**config.mk**
```make
export PLATFORM = sky130hd
export DESIGN_NAME = char_lcd_write_sequencer
export DESIGN_NICKNAME = d
export VERILOG_FILES = /design/src/rtl/lcdws_pkg.sv /design/src/rtl/lcdws_front.sv /design/src/rtl/lcdws_queue.sv /design/src/rtl/lcdws_back.sv /design/src/rtl/char_lcd_write_sequencer.sv
export SDC_FILE = /design/constraint.sdc
export NUM_CORES = 1
export LEC_CHECK = 0
export BUFFER_PORTS_ARGS = -buffer_cell sky130_fd_sc_hd__buf_2
export CORE_UTILIZATION = 60
export DETAILED_ROUTE_END_ITERATION = 10
export PLACE_DENSITY_LB_ADDON = 0.05
export SLEW_MARGIN = 20
export SYNTH_ARGS = -nofsm -noshare
export SYNTH_HDL_FRONTEND = slang
export SYNTH_HIERARCHICAL = 1
export SYNTH_SLANG_ARGS = --single-unit
```
**constraint.sdc**
```tcl
create_clock -name clock -period 4.9 [get_ports clock]
set_clock_uncertainty 0.2 [all_clocks]
set_input_delay 0.245 -clock clock [delete_from_list [all_inputs] [get_ports clock]]
set_output_delay 0.245 -clock clock [all_outputs]
set_load 0.01 [all_outputs]
```
**src/rtl/lcdws_pkg.sv**
```systemverilog
// Package for the character LCD write sequencer.
// Holds the item codes, the queue entry and control structs, the phase type,
// the register layout with reset values and the init sequence table.
package lcdws_pkg;

   localparam int WAIT_BITS_DEF   = 16;
   localparam int QUEUE_DEPTH_DEF = 2;
   localparam int CSR_INDEX_BITS  = 3;
   localparam int CSR_DATA_BITS   = 16;

   typedef enum logic [2:0] {
      OP_TICK    = 3'd0,
      OP_COMMAND = 3'd1,
      OP_DATA    = 3'd2,
      OP_CURSOR  = 3'd3,
      OP_CLEAR   = 3'd4,
      OP_INIT    = 3'd5
   } op_type;

   typedef enum logic [2:0] {
      KIND_TICK,
      KIND_BYTE,
      KIND_CLEAR,
      KIND_INIT,
      KIND_IGNORE
   } kind_type;

   typedef struct packed {
      kind_type   kind;
      logic [7:0] byte_v;
      logic       rs;
   } q_entry_type;

   typedef struct packed {
      logic        valid;
      q_entry_type entry;
   } q_head_type;

   typedef enum logic [2:0] {
      PH_IDLE,
      PH_POWER,
      PH_PULSE,
      PH_SETTLE,
      PH_CLEARW
   } phase_type;

   typedef enum logic [CSR_INDEX_BITS-1:0] {
      CSR_BUS_MODE         = 3'd0,
      CSR_ENABLE_PULSE     = 3'd1,
      CSR_COMMAND_WAIT     = 3'd2,
      CSR_DATA_WAIT_WIDE   = 3'd3,
      CSR_DATA_WAIT_NARROW = 3'd4,
      CSR_CLEAR_WAIT       = 3'd5,
      CSR_POWER_ON_WAIT    = 3'd6
   } csr_index_type;

   typedef struct packed {
      logic        bus_mode;
      logic [7:0]  enable_pulse_us;
      logic [9:0]  command_wait_us;
      logic [9:0]  data_wait_wide_us;
      logic [9:0]  data_wait_narrow_us;
      logic [15:0] clear_wait_us;
      logic [15:0] power_on_wait_us;
   } cfg_type;

   localparam cfg_type CFG_RESET = '{
      bus_mode:            1'b1,
      enable_pulse_us:     8'd1,
      command_wait_us:     10'd40,
      data_wait_wide_us:   10'd40,
      data_wait_narrow_us: 10'd100,
      clear_wait_us:       16'd5000,
      power_on_wait_us:    16'd20000
   };

   localparam logic [7:0] CURSOR_LINE1 = 8'h80;
   localparam logic [7:0] CURSOR_LINE2 = 8'hC0;
   localparam logic [7:0] CLEAR_CMD_BYTE = 8'h01;
   localparam logic [2:0] SEQ_LEN_WIDE   = 3'd4;
   localparam logic [2:0] SEQ_LEN_NARROW = 3'd6;

   function automatic logic [7:0] init_byte(input logic narrow, input logic [2:0] idx);
      logic [7:0] b;
      b = 8'h00;
      if (narrow) begin
         unique case (idx)
            3'd0:    b = 8'h33;
            3'd1:    b = 8'h32;
            3'd2:    b = 8'h28;
            3'd3:    b = 8'h0C;
            3'd4:    b = 8'h06;
            3'd5:    b = 8'h01;
            default: b = 8'h00;
         endcase
      end else begin
         unique case (idx)
            3'd0:    b = 8'h38;
            3'd1:    b = 8'h0C;
            3'd2:    b = 8'h06;
            3'd3:    b = 8'h01;
            default: b = 8'h00;
         endcase
      end
      return b;
   endfunction

endpackage

```
**src/rtl/lcdws_front.sv**
```systemverilog
// Front end of the LCD write sequencer: decodes an incoming item into a queue entry.
// Works out the cursor command byte and the RS level. Depends on lcdws_pkg.
module lcdws_front (
   input  logic [2:0]             req_op,
   input  logic [7:0]             req_byte_value,
   input  logic [1:0]             req_row,
   input  logic [5:0]             req_column,
   output lcdws_pkg::q_entry_type entry
);

   logic [7:0] cursor_base;

   assign cursor_base = (req_row == 2'd1) ? lcdws_pkg::CURSOR_LINE1 : lcdws_pkg::CURSOR_LINE2;

   always_comb begin
      entry.kind   = lcdws_pkg::KIND_IGNORE;
      entry.byte_v = req_byte_value;
      entry.rs     = 1'b0;
      unique case (req_op)
         lcdws_pkg::OP_TICK: begin
            entry.kind = lcdws_pkg::KIND_TICK;
         end
         lcdws_pkg::OP_COMMAND: begin
            entry.kind = lcdws_pkg::KIND_BYTE;
         end
         lcdws_pkg::OP_DATA: begin
            entry.kind = lcdws_pkg::KIND_BYTE;
            entry.rs   = 1'b1;
         end
         lcdws_pkg::OP_CURSOR: begin
            entry.kind   = lcdws_pkg::KIND_BYTE;
            entry.byte_v = cursor_base + {2'b00, req_column} - 8'd1;
         end
         lcdws_pkg::OP_CLEAR: begin
            entry.kind   = lcdws_pkg::KIND_CLEAR;
            entry.byte_v = lcdws_pkg::CLEAR_CMD_BYTE;
         end
         lcdws_pkg::OP_INIT: begin
            entry.kind = lcdws_pkg::KIND_INIT;
         end
         default: begin
            entry.kind = lcdws_pkg::KIND_IGNORE;
         end
      endcase
   end

endmodule

```
**src/rtl/lcdws_queue.sv**
```systemverilog
// Short FIFO between the decode front end and the pin sequencer.
// DEPTH must be a power of two of at least two. Depends on lcdws_pkg.
module lcdws_queue #(
   parameter int DEPTH = lcdws_pkg::QUEUE_DEPTH_DEF
) (
   input  logic                   clock,
   input  logic                   reset,
   input  logic                   push,
   input  lcdws_pkg::q_entry_type push_entry,
   output logic                   not_full,
   input  logic                   pop,
   output lcdws_pkg::q_head_type  head
);

   localparam int PTR_BITS = $clog2(DEPTH);
   localparam int CNT_BITS = $clog2(DEPTH + 1);

   lcdws_pkg::q_entry_type mem_ff [DEPTH];
   logic [PTR_BITS-1:0] wr_ptr_ff, wr_ptr_in;
   logic [PTR_BITS-1:0] rd_ptr_ff, rd_ptr_in;
   logic [CNT_BITS-1:0] count_ff, count_in;

   assign not_full   = (count_ff != CNT_BITS'(DEPTH));
   assign head.valid = (count_ff != '0);
   assign head.entry = mem_ff[rd_ptr_ff];

   always_comb begin
      wr_ptr_in = push ? wr_ptr_ff + PTR_BITS'(1) : wr_ptr_ff;
      rd_ptr_in = pop ? rd_ptr_ff + PTR_BITS'(1) : rd_ptr_ff;
      count_in  = count_ff;
      if (push && !pop) begin
         count_in = count_ff + CNT_BITS'(1);
      end else if (pop && !push) begin
         count_in = count_ff - CNT_BITS'(1);
      end
   end

   always_ff @(posedge clock) begin
      if (push) begin
         mem_ff[wr_ptr_ff] <= push_entry;
      end
   end

   always_ff @(posedge clock) begin
      if (reset) begin
         wr_ptr_ff <= '0;
         rd_ptr_ff <= '0;
         count_ff  <= '0;
      end else begin
         wr_ptr_ff <= wr_ptr_in;
         rd_ptr_ff <= rd_ptr_in;
         count_ff  <= count_in;
      end
   end

endmodule

```
**src/rtl/lcdws_back.sv**
```systemverilog
// LCD write sequencer back end: if unstalled, runs one queue entry per cycle against the
// pin state, wait counter and init sequencer, and holds the result. Depends on lcdws_pkg.
module lcdws_back #(
   parameter int WAIT_BITS = lcdws_pkg::WAIT_BITS_DEF
) (
   input  logic                  clock,
   input  logic                  reset,
   input  lcdws_pkg::cfg_type    cfg,
   input  lcdws_pkg::q_head_type head,
   output logic                  pop,
   output logic                  rsp_valid,
   input  logic                  rsp_ready,
   output logic [7:0]            rsp_data_pins,
   output logic                  rsp_reg_select,
   output logic                  rsp_enable_pin,
   output logic                  rsp_read_write_pin,
   output logic                  rsp_backlight_pin,
   output logic                  rsp_busy_res,
   output logic                  rsp_accepted
);

   localparam logic [32:0] WAIT_MAX = (33'd1 << WAIT_BITS) - 33'd1;

   function automatic logic [WAIT_BITS-1:0] load_wait(input logic [15:0] d);
      logic [32:0] wide;
      wide = {17'd0, d};
      if (wide > WAIT_MAX) begin
         wide = WAIT_MAX;
      end
      return wide[WAIT_BITS-1:0];
   endfunction

   lcdws_pkg::phase_type phase_ff, phase_in;
   logic [WAIT_BITS-1:0] wait_ff, wait_in;
   logic [7:0] pend_ff, pend_in;
   logic       second_ff, second_in;
   logic [2:0] step_ff, step_in;
   logic       clrp_ff, clrp_in;
   logic [7:0] data_ff, data_in;
   logic       rs_ff, rs_in;
   logic       en_ff, en_in;
   logic       rw_ff, rw_in;
   logic       bl_ff, bl_in;
   logic       acc_ff, acc_in;
   logic       valid_ff, valid_in;

   logic       start_req;
   logic [7:0] start_byte;
   logic       start_rs;
   logic       init_send;
   logic       finish;
   logic [2:0] seq_len;
   logic [3:0] step_inc;

   assign seq_len = cfg.bus_mode ? lcdws_pkg::SEQ_LEN_NARROW : lcdws_pkg::SEQ_LEN_WIDE;
   assign pop     = head.valid && (!valid_ff || rsp_ready);

   always_comb begin
      phase_in   = phase_ff;
      wait_in    = wait_ff;
      pend_in    = pend_ff;
      second_in  = second_ff;
      step_in    = step_ff;
      clrp_in    = clrp_ff;
      data_in    = data_ff;
      rs_in      = rs_ff;
      en_in      = en_ff;
      rw_in      = rw_ff;
      bl_in      = bl_ff;
      acc_in     = 1'b0;
      start_req  = 1'b0;
      start_byte = head.entry.byte_v;
      start_rs   = head.entry.rs;
      init_send  = 1'b0;
      finish     = 1'b0;
      step_inc   = 4'd0;

      if (head.entry.kind == lcdws_pkg::KIND_TICK) begin
         if (phase_ff != lcdws_pkg::PH_IDLE) begin
            if (wait_ff <= WAIT_BITS'(1)) begin
               wait_in = '0;
               unique case (phase_ff)
                  lcdws_pkg::PH_POWER: begin
                     step_in   = 3'd0;
                     init_send = 1'b1;
                  end
                  lcdws_pkg::PH_PULSE: begin
                     en_in    = 1'b0;
                     phase_in = lcdws_pkg::PH_SETTLE;
                     if (!rs_ff) begin
                        wait_in = load_wait({6'd0, cfg.command_wait_us});
                     end else if (cfg.bus_mode) begin
                        wait_in = load_wait({6'd0, cfg.data_wait_narrow_us});
                     end else begin
                        wait_in = load_wait({6'd0, cfg.data_wait_wide_us});
                     end
                  end
                  lcdws_pkg::PH_SETTLE: begin
                     if (cfg.bus_mode && !second_ff) begin
                        second_in = 1'b1;
                        data_in   = {pend_ff[3:0], 4'h0};
                        en_in     = 1'b1;
                        phase_in  = lcdws_pkg::PH_PULSE;
                        wait_in   = load_wait({8'd0, cfg.enable_pulse_us});
                     end else begin
                        second_in = 1'b0;
                        if (clrp_ff) begin
                           clrp_in  = 1'b0;
                           phase_in = lcdws_pkg::PH_CLEARW;
                           wait_in  = load_wait(cfg.clear_wait_us);
                        end else begin
                           finish = 1'b1;
                        end
                     end
                  end
                  lcdws_pkg::PH_CLEARW: begin
                     finish = 1'b1;
                  end
                  default: begin
                     phase_in = lcdws_pkg::PH_IDLE;
                  end
               endcase
            end else begin
               wait_in = wait_ff - WAIT_BITS'(1);
            end
         end
      end else if (head.entry.kind != lcdws_pkg::KIND_IGNORE
                   && phase_ff == lcdws_pkg::PH_IDLE) begin
         acc_in  = 1'b1;
         step_in = 3'd0;
         clrp_in = 1'b0;
         unique case (head.entry.kind)
            lcdws_pkg::KIND_BYTE: begin
               start_req = 1'b1;
            end
            lcdws_pkg::KIND_CLEAR: begin
               clrp_in   = 1'b1;
               start_req = 1'b1;
            end
            lcdws_pkg::KIND_INIT: begin
               rw_in    = 1'b0;
               bl_in    = 1'b1;
               phase_in = lcdws_pkg::PH_POWER;
               wait_in  = load_wait(cfg.power_on_wait_us);
            end
            default: begin
               acc_in = 1'b1;
            end
         endcase
      end

      if (finish) begin
         if (step_in != 3'd0 && step_in < seq_len) begin
            init_send = 1'b1;
         end else begin
            step_in  = 3'd0;
            phase_in = lcdws_pkg::PH_IDLE;
            wait_in  = '0;
         end
      end

      if (init_send) begin
         step_inc   = {1'b0, step_in} + 4'd1;
         clrp_in    = (step_inc == {1'b0, seq_len});
         start_byte = lcdws_pkg::init_byte(cfg.bus_mode, step_in);
         start_rs   = 1'b0;
         step_in    = step_inc[2:0];
         start_req  = 1'b1;
      end

      if (start_req) begin
         pend_in   = start_byte;
         second_in = 1'b0;
         data_in   = start_byte;
         rs_in     = start_rs;
         en_in     = 1'b1;
         phase_in  = lcdws_pkg::PH_PULSE;
         wait_in   = load_wait({8'd0, cfg.enable_pulse_us});
      end
   end

   always_comb begin
      valid_in           = pop || (valid_ff && !rsp_ready);
      rsp_valid          = valid_ff;
      rsp_data_pins      = data_ff;
      rsp_reg_select     = rs_ff;
      rsp_enable_pin     = en_ff;
      rsp_read_write_pin = rw_ff;
      rsp_backlight_pin  = bl_ff;
      rsp_busy_res       = (phase_ff != lcdws_pkg::PH_IDLE);
      rsp_accepted       = acc_ff;
   end

   always_ff @(posedge clock) begin
      if (reset) begin
         phase_ff  <= lcdws_pkg::PH_IDLE;
         wait_ff   <= '0;
         pend_ff   <= '0;
         second_ff <= 1'b0;
         step_ff   <= '0;
         clrp_ff   <= 1'b0;
         data_ff   <= '0;
         rs_ff     <= 1'b0;
         en_ff     <= 1'b0;
         rw_ff     <= 1'b0;
         bl_ff     <= 1'b0;
         acc_ff    <= 1'b0;
         valid_ff  <= 1'b0;
      end else begin
         valid_ff <= valid_in;
         if (pop) begin
            phase_ff  <= phase_in;
            wait_ff   <= wait_in;
            pend_ff   <= pend_in;
            second_ff <= second_in;
            step_ff   <= step_in;
            clrp_ff   <= clrp_in;
            data_ff   <= data_in;
            rs_ff     <= rs_in;
            en_ff     <= en_in;
            rw_ff     <= rw_in;
            bl_ff     <= bl_in;
            acc_ff    <= acc_in;
         end
      end
   end

endmodule

```
**src/rtl/char_lcd_write_sequencer.sv**
```systemverilog
// Top level of the character LCD write sequencer: register file, decode front end,
// item queue and pin sequencer. Depends on lcdws_pkg, lcdws_front, lcdws_queue, lcdws_back.
// The block takes one item per clock while the queue has room and returns one result
// per item; an accepted item is written into the queue, popped from it by the pin
// sequencer and held in its result register, which offers it. The rate is set by the pin
// sequencer, which applies one item per cycle to its state while its result register is
// free or being taken, and a short queue lets the input side keep accepting while the
// output waits; the queue and result register hold up to three items before input stalls.
module char_lcd_write_sequencer #(
   parameter int WAIT_BITS   = lcdws_pkg::WAIT_BITS_DEF,
   parameter int QUEUE_DEPTH = lcdws_pkg::QUEUE_DEPTH_DEF
) (
   input  logic                                 clock,
   input  logic                                 reset,
   input  logic                                 req_valid,
   output logic                                 req_ready,
   input  logic [2:0]                           req_op,
   input  logic [7:0]                           req_byte_value,
   input  logic [1:0]                           req_row,
   input  logic [5:0]                           req_column,
   output logic                                 rsp_valid,
   input  logic                                 rsp_ready,
   output logic [7:0]                           rsp_data_pins,
   output logic                                 rsp_reg_select,
   output logic                                 rsp_enable_pin,
   output logic                                 rsp_read_write_pin,
   output logic                                 rsp_backlight_pin,
   output logic                                 rsp_busy_res,
   output logic                                 rsp_accepted,
   input  logic                                 csr_wr_en,
   input  logic [lcdws_pkg::CSR_INDEX_BITS-1:0] csr_index,
   input  logic [lcdws_pkg::CSR_DATA_BITS-1:0]  csr_wdata
);

   lcdws_pkg::cfg_type     cfg_ff, cfg_in;
   lcdws_pkg::q_entry_type entry;
   lcdws_pkg::q_head_type  head;
   logic                   pop;

   always_comb begin
      cfg_in = cfg_ff;
      if (csr_wr_en) begin
         unique case (csr_index)
            lcdws_pkg::CSR_BUS_MODE:         cfg_in.bus_mode            = csr_wdata[0];
            lcdws_pkg::CSR_ENABLE_PULSE:     cfg_in.enable_pulse_us     = csr_wdata[7:0];
            lcdws_pkg::CSR_COMMAND_WAIT:     cfg_in.command_wait_us     = csr_wdata[9:0];
            lcdws_pkg::CSR_DATA_WAIT_WIDE:   cfg_in.data_wait_wide_us   = csr_wdata[9:0];
            lcdws_pkg::CSR_DATA_WAIT_NARROW: cfg_in.data_wait_narrow_us = csr_wdata[9:0];
            lcdws_pkg::CSR_CLEAR_WAIT:       cfg_in.clear_wait_us       = csr_wdata[15:0];
            lcdws_pkg::CSR_POWER_ON_WAIT:    cfg_in.power_on_wait_us    = csr_wdata[15:0];
            default:                         cfg_in = cfg_ff;
         endcase
      end
   end

   always_ff @(posedge clock) begin
      if (reset) begin
         cfg_ff <= lcdws_pkg::CFG_RESET;
      end else begin
         cfg_ff <= cfg_in;
      end
   end

   lcdws_front u_front (
      .req_op         (req_op),
      .req_byte_value (req_byte_value),
      .req_row        (req_row),
      .req_column     (req_column),
      .entry          (entry)
   );

   lcdws_queue #(
      .DEPTH (QUEUE_DEPTH)
   ) u_queue (
      .clock      (clock),
      .reset      (reset),
      .push       (req_valid && req_ready),
      .push_entry (entry),
      .not_full   (req_ready),
      .pop        (pop),
      .head       (head)
   );

   lcdws_back #(
      .WAIT_BITS (WAIT_BITS)
   ) u_back (
      .clock              (clock),
      .reset              (reset),
      .cfg                (cfg_ff),
      .head               (head),
      .pop                (pop),
      .rsp_valid          (rsp_valid),
      .rsp_ready          (rsp_ready),
      .rsp_data_pins      (rsp_data_pins),
      .rsp_reg_select     (rsp_reg_select),
      .rsp_enable_pin     (rsp_enable_pin),
      .rsp_read_write_pin (rsp_read_write_pin),
      .rsp_backlight_pin  (rsp_backlight_pin),
      .rsp_busy_res       (rsp_busy_res),
      .rsp_accepted       (rsp_accepted)
   );

   a_accept_busy: assert property (@(posedge clock) disable iff (reset)
      rsp_valid && rsp_accepted |-> rsp_busy_res)
      else $error("accepted request left the sequencer idle");

   a_enable_busy: assert property (@(posedge clock) disable iff (reset)
      rsp_valid && rsp_enable_pin |-> rsp_busy_res)
      else $error("enable pin high while sequencer idle");

   a_pop_valid: assert property (@(posedge clock) disable iff (reset)
      pop |-> head.valid && (!rsp_valid || rsp_ready))
      else $error("queue popped without room for the result");

endmodule
```
==> results.md <==
* Post-route ant nets at 0
* Worst reg2reg setup slack at 0.82 ns
* Worst Max-Slew Pin Slew at 0.914 ns
* Fill cell count at 981
* Num CTS Buffers at 17
* CP Capture Type: register
* Layout Nets at 955
* Req. time, crit path at ~5 ns
* Most used flip-flop cell after synthesis: dfxtp_1
* Area grow syn2layout at 14.0%
* Post-CTS Hold Fix Bufs at 16
* DRC at 0
* Library cells used by synthesis at just over 80
* Synth Warn # at 6
* Synth Cell Area at 7730 um2
* Largest net degree at the start of global routing at 97
* Final setup fails at 0
* H-tree lvl count at 4
* Final Instance Count excl. Fillers at between 1000 and 1500
* Synth Area in XOR/XNOR at around 1.8%
* Vias/cell at 6.22
* HP Class: in -> reg
* Ant diodes at 0
* Final wirelength at 20.8 mm
* Post-synthesis sequential area ratio at about two fifths
* Relative slew margins at around 39%
* Power Dens Cells at a little over 500 nW/um2
* Iter 0 DRT Violations at approximately 700
* Most frequent cells in the layout: dfxtp_1, nor2_1, mux2i_1
* CP startpoint kind: register
* R2R depth at 11
* Num ports at 59
* DIE HEIGHT at 115 um
* CTS tree: done
* DR pass1 iterations at 7
* Total gr overflow at 0
* R2R Path End: u_back/rsp_data_pins[2]
* Core area at between 10000 and 15000 um2
* Clock sink total at between 100 and 150
* Post-synth net total at about 910
* Lkg Pwr at between 3 and 4 nW
* Drt wl/cell at around 19 um
* Top cell type's share of synthesized area at between 30% and 40%
* Final hold violations at 0
* Area of the die at 13300 um2
* Synth Register Bits at 141
* All-Layer GR Usage at 32.8%
* Initial antenna violation count at 0
* CP Class: reg -> reg
* Rows at 41
* Mapped Cells at about 860
* Fin. max-slew vios at 0
* Starting density of the core at 61.5%
* Post_cts resized at 0
* Largest family of logic cells by synthesized area: simple AND/OR/NAND/NOR gates
* Synth Area in Compound Gates at roughly 17%
* Placed insts at between 1000 and 1500
* PortBufs at 57
* Mux share of post-synthesis cell area at 12.9%
* Unrepaired setup endpoints after global routing: no
* Worst skew pair latency at around 0.43 ns
* Fmax at approximately 0.25 GHz
* Routability cong. at just under 1
* Most common cell after layout, fill and taps aside: dfxtp_1
* Status: complete, no violations
* Die Wd at 115 um
* Synth top area cells: dfxtp_1, mux2i_1, edfxtp_1, nand2b_1, nor2_1
* Layout cells sized above 1 at 14.1%
* Syn avg cell area at a little under 9 um2
* MaxCap Viol Count at 0
* Final Cycle Share at 83.2%
* Clock Path Buffers at 2
* First-pass GRT wire length at around 33 mm
* Hpwl dp at 14.1 mm
* Synth Area in Adders at 0.809%
* Worst-path clk slew at roughly 0.060 ns
* Yosys top cell by area: dfxtp_1
* Hold endpoint: cfg_ff[66]
* Crit Path Max Fanout at 12
* Vias in the first global route at between 6000 and 7000
* Hold depth at 3
* Setup total negative slack at 0 ns
* Tmin final at 4.08 ns
* EDFF count, synth at 24
* FFs w/ async S/R, synth at 0%
* Worst Hold Launch: csr_wdata[4]
* Worst Path Arrival at between 4 and 5 ns
* Synth Area in Simple Gates at a little under a quarter
* Worst vdd ir at about 290 uV
* Post-CTS setup buffers at 0
* Routed via count at 6788
* CTS root buf: clkbuf_16
[area by class of cell]
class | instances | area (um2) | area share, %
clock buffer | 25 | 517 | 5.87
clock inverter | 7 | 103 | 1.16
inverter | 16 | 60.1 | 0.682
multi-input combinational | 645 | 4310 | 48.9
sequential | 141 | 3060 | 34.8
tap | 172 | 215 | 2.44
timing repair buffer | 86 | 546 | 6.19
[how the worst max path moves through the flow]
stage	to	slack [ns]	cells past startpoint
3_5_place_dp	u_back/pend_ff[2]	0.91	11
2_1_floorplan	u_back/rsp_data_pins[2]	1.49	12
4_1_cts	u_back/rsp_data_pins[2]	0.83	11
6_report	u_back/rsp_data_pins[2]	0.82	11
3_3_place_gp	u_back/pend_ff[2]	0.98	11
5_1_grt	u_back/rsp_data_pins[2]	0.57	11
[per-layer routing]
layer | up-vias | GRT usage [%] | share of wire, %
met5 | - | 0 | 0
met2 | 259 | 51.2 | 45
met1 | 3261 | 44.5 | 46
li1 | 3230 | - | -
met3 | 38 | 7.64 | 6.6
met4 | 0 | 11.7 | 1.9
[cells in the mapped netlist, types with 4 or more instances]
library cell / n
nand3_1: 18
nor2b_1: 5
inv_1: 16
edfxtp_1: 24
o221ai_1: 4
nor2_1: 103
buf_4: 5
o211ai_1: 5
a311oi_1: 6
and2_1: 6
o21ai_0: 35
and3_1: 5
a21oi_1: 56
o22a_1: 5
a22oi_1: 11
a211oi_1: 8
mux2i_1: 85
buf_2: 19
a221oi_1: 5
xor2_1: 8
o31ai_1: 4
a32oi_1: 11
mux2_1: 10
clkbuf_1: 33
dfxtp_1: 117
o22ai_1: 8
or2_2: 5
xnor2_1: 8
nor3b_1: 4
nor3_1: 13
nor4_1: 4
nand2b_1: 74
ha_1: 5
nand2_1: 49
or3_1: 9
a31oi_1: 11
[power by group]
| part | internal (mW) | switching [mW] |
|---|---|---|
| Clock | 0.838 | 0.493 |
| Sequential | 1.31 | 0.121 |
| Combinational | 0.647 | 1.13 |
[registers in the layout, indices dropped and copies added (netlist names), 2 cells and up, named ones only]
| register | flops |
|---|---|
| u_back/wait_ff | 16 |
| cfg_ff | 71 |
| u_back/rsp_data_pins | 8 |
| u_queue/mem_ff | 24 |
| u_back/phase_ff | 3 |
| u_back/step_ff | 3 |
| u_back/pend_ff | 4 |
| u_queue/count_ff | 2 |
[worst max-delay path: stages (launching register included)]
cell	delay, ns
dfxtp_1	0.63
mux2_1	0.44
or3_1	0.61
nor4_4	0.65
nand2_4	0.10
and4_1	0.24
ha_1	0.21
o211ai_1	0.18
a221oi_1	0.10
o211a_1	0.24
o21ai_0	0.22
a21oi_1	0.10
[through the flow]
step / util (%) / total power [mW] / worst slack [ns] / area (um2) / hold WS (ns)
after CTS: 70.1 / 4.52 / 0.833 / 8810 / 0.00689
after global routing: 70.1 / 4.76 / 0.566 / 8810 / 0.0438
after global placement: 63.9 / 3.14 / 0.979 / 8030 / 0.238
after floorplan: - / 2.68 / 1.49 / 7730 / 0.114
after detailed placement: 63.9 / 3.16 / 0.906 / 8030 / 0.245
final: 70.1 / 4.54 / 0.821 / 8810 / 0.0189
[cell families after synthesis]
| kind of cell | after synthesis |
|---|---|
| and+or+nand+nor | 332 |
| DFF | 141 |
| adders and majority gates | 5 |
| muxes | 98 |
| other | 1 |
| AOI/OAI and AO/OA | 193 |
| xor gates and xnor gates | 16 |
| buffers and inverters | 78 |
(Power assumes the default switching activity.)
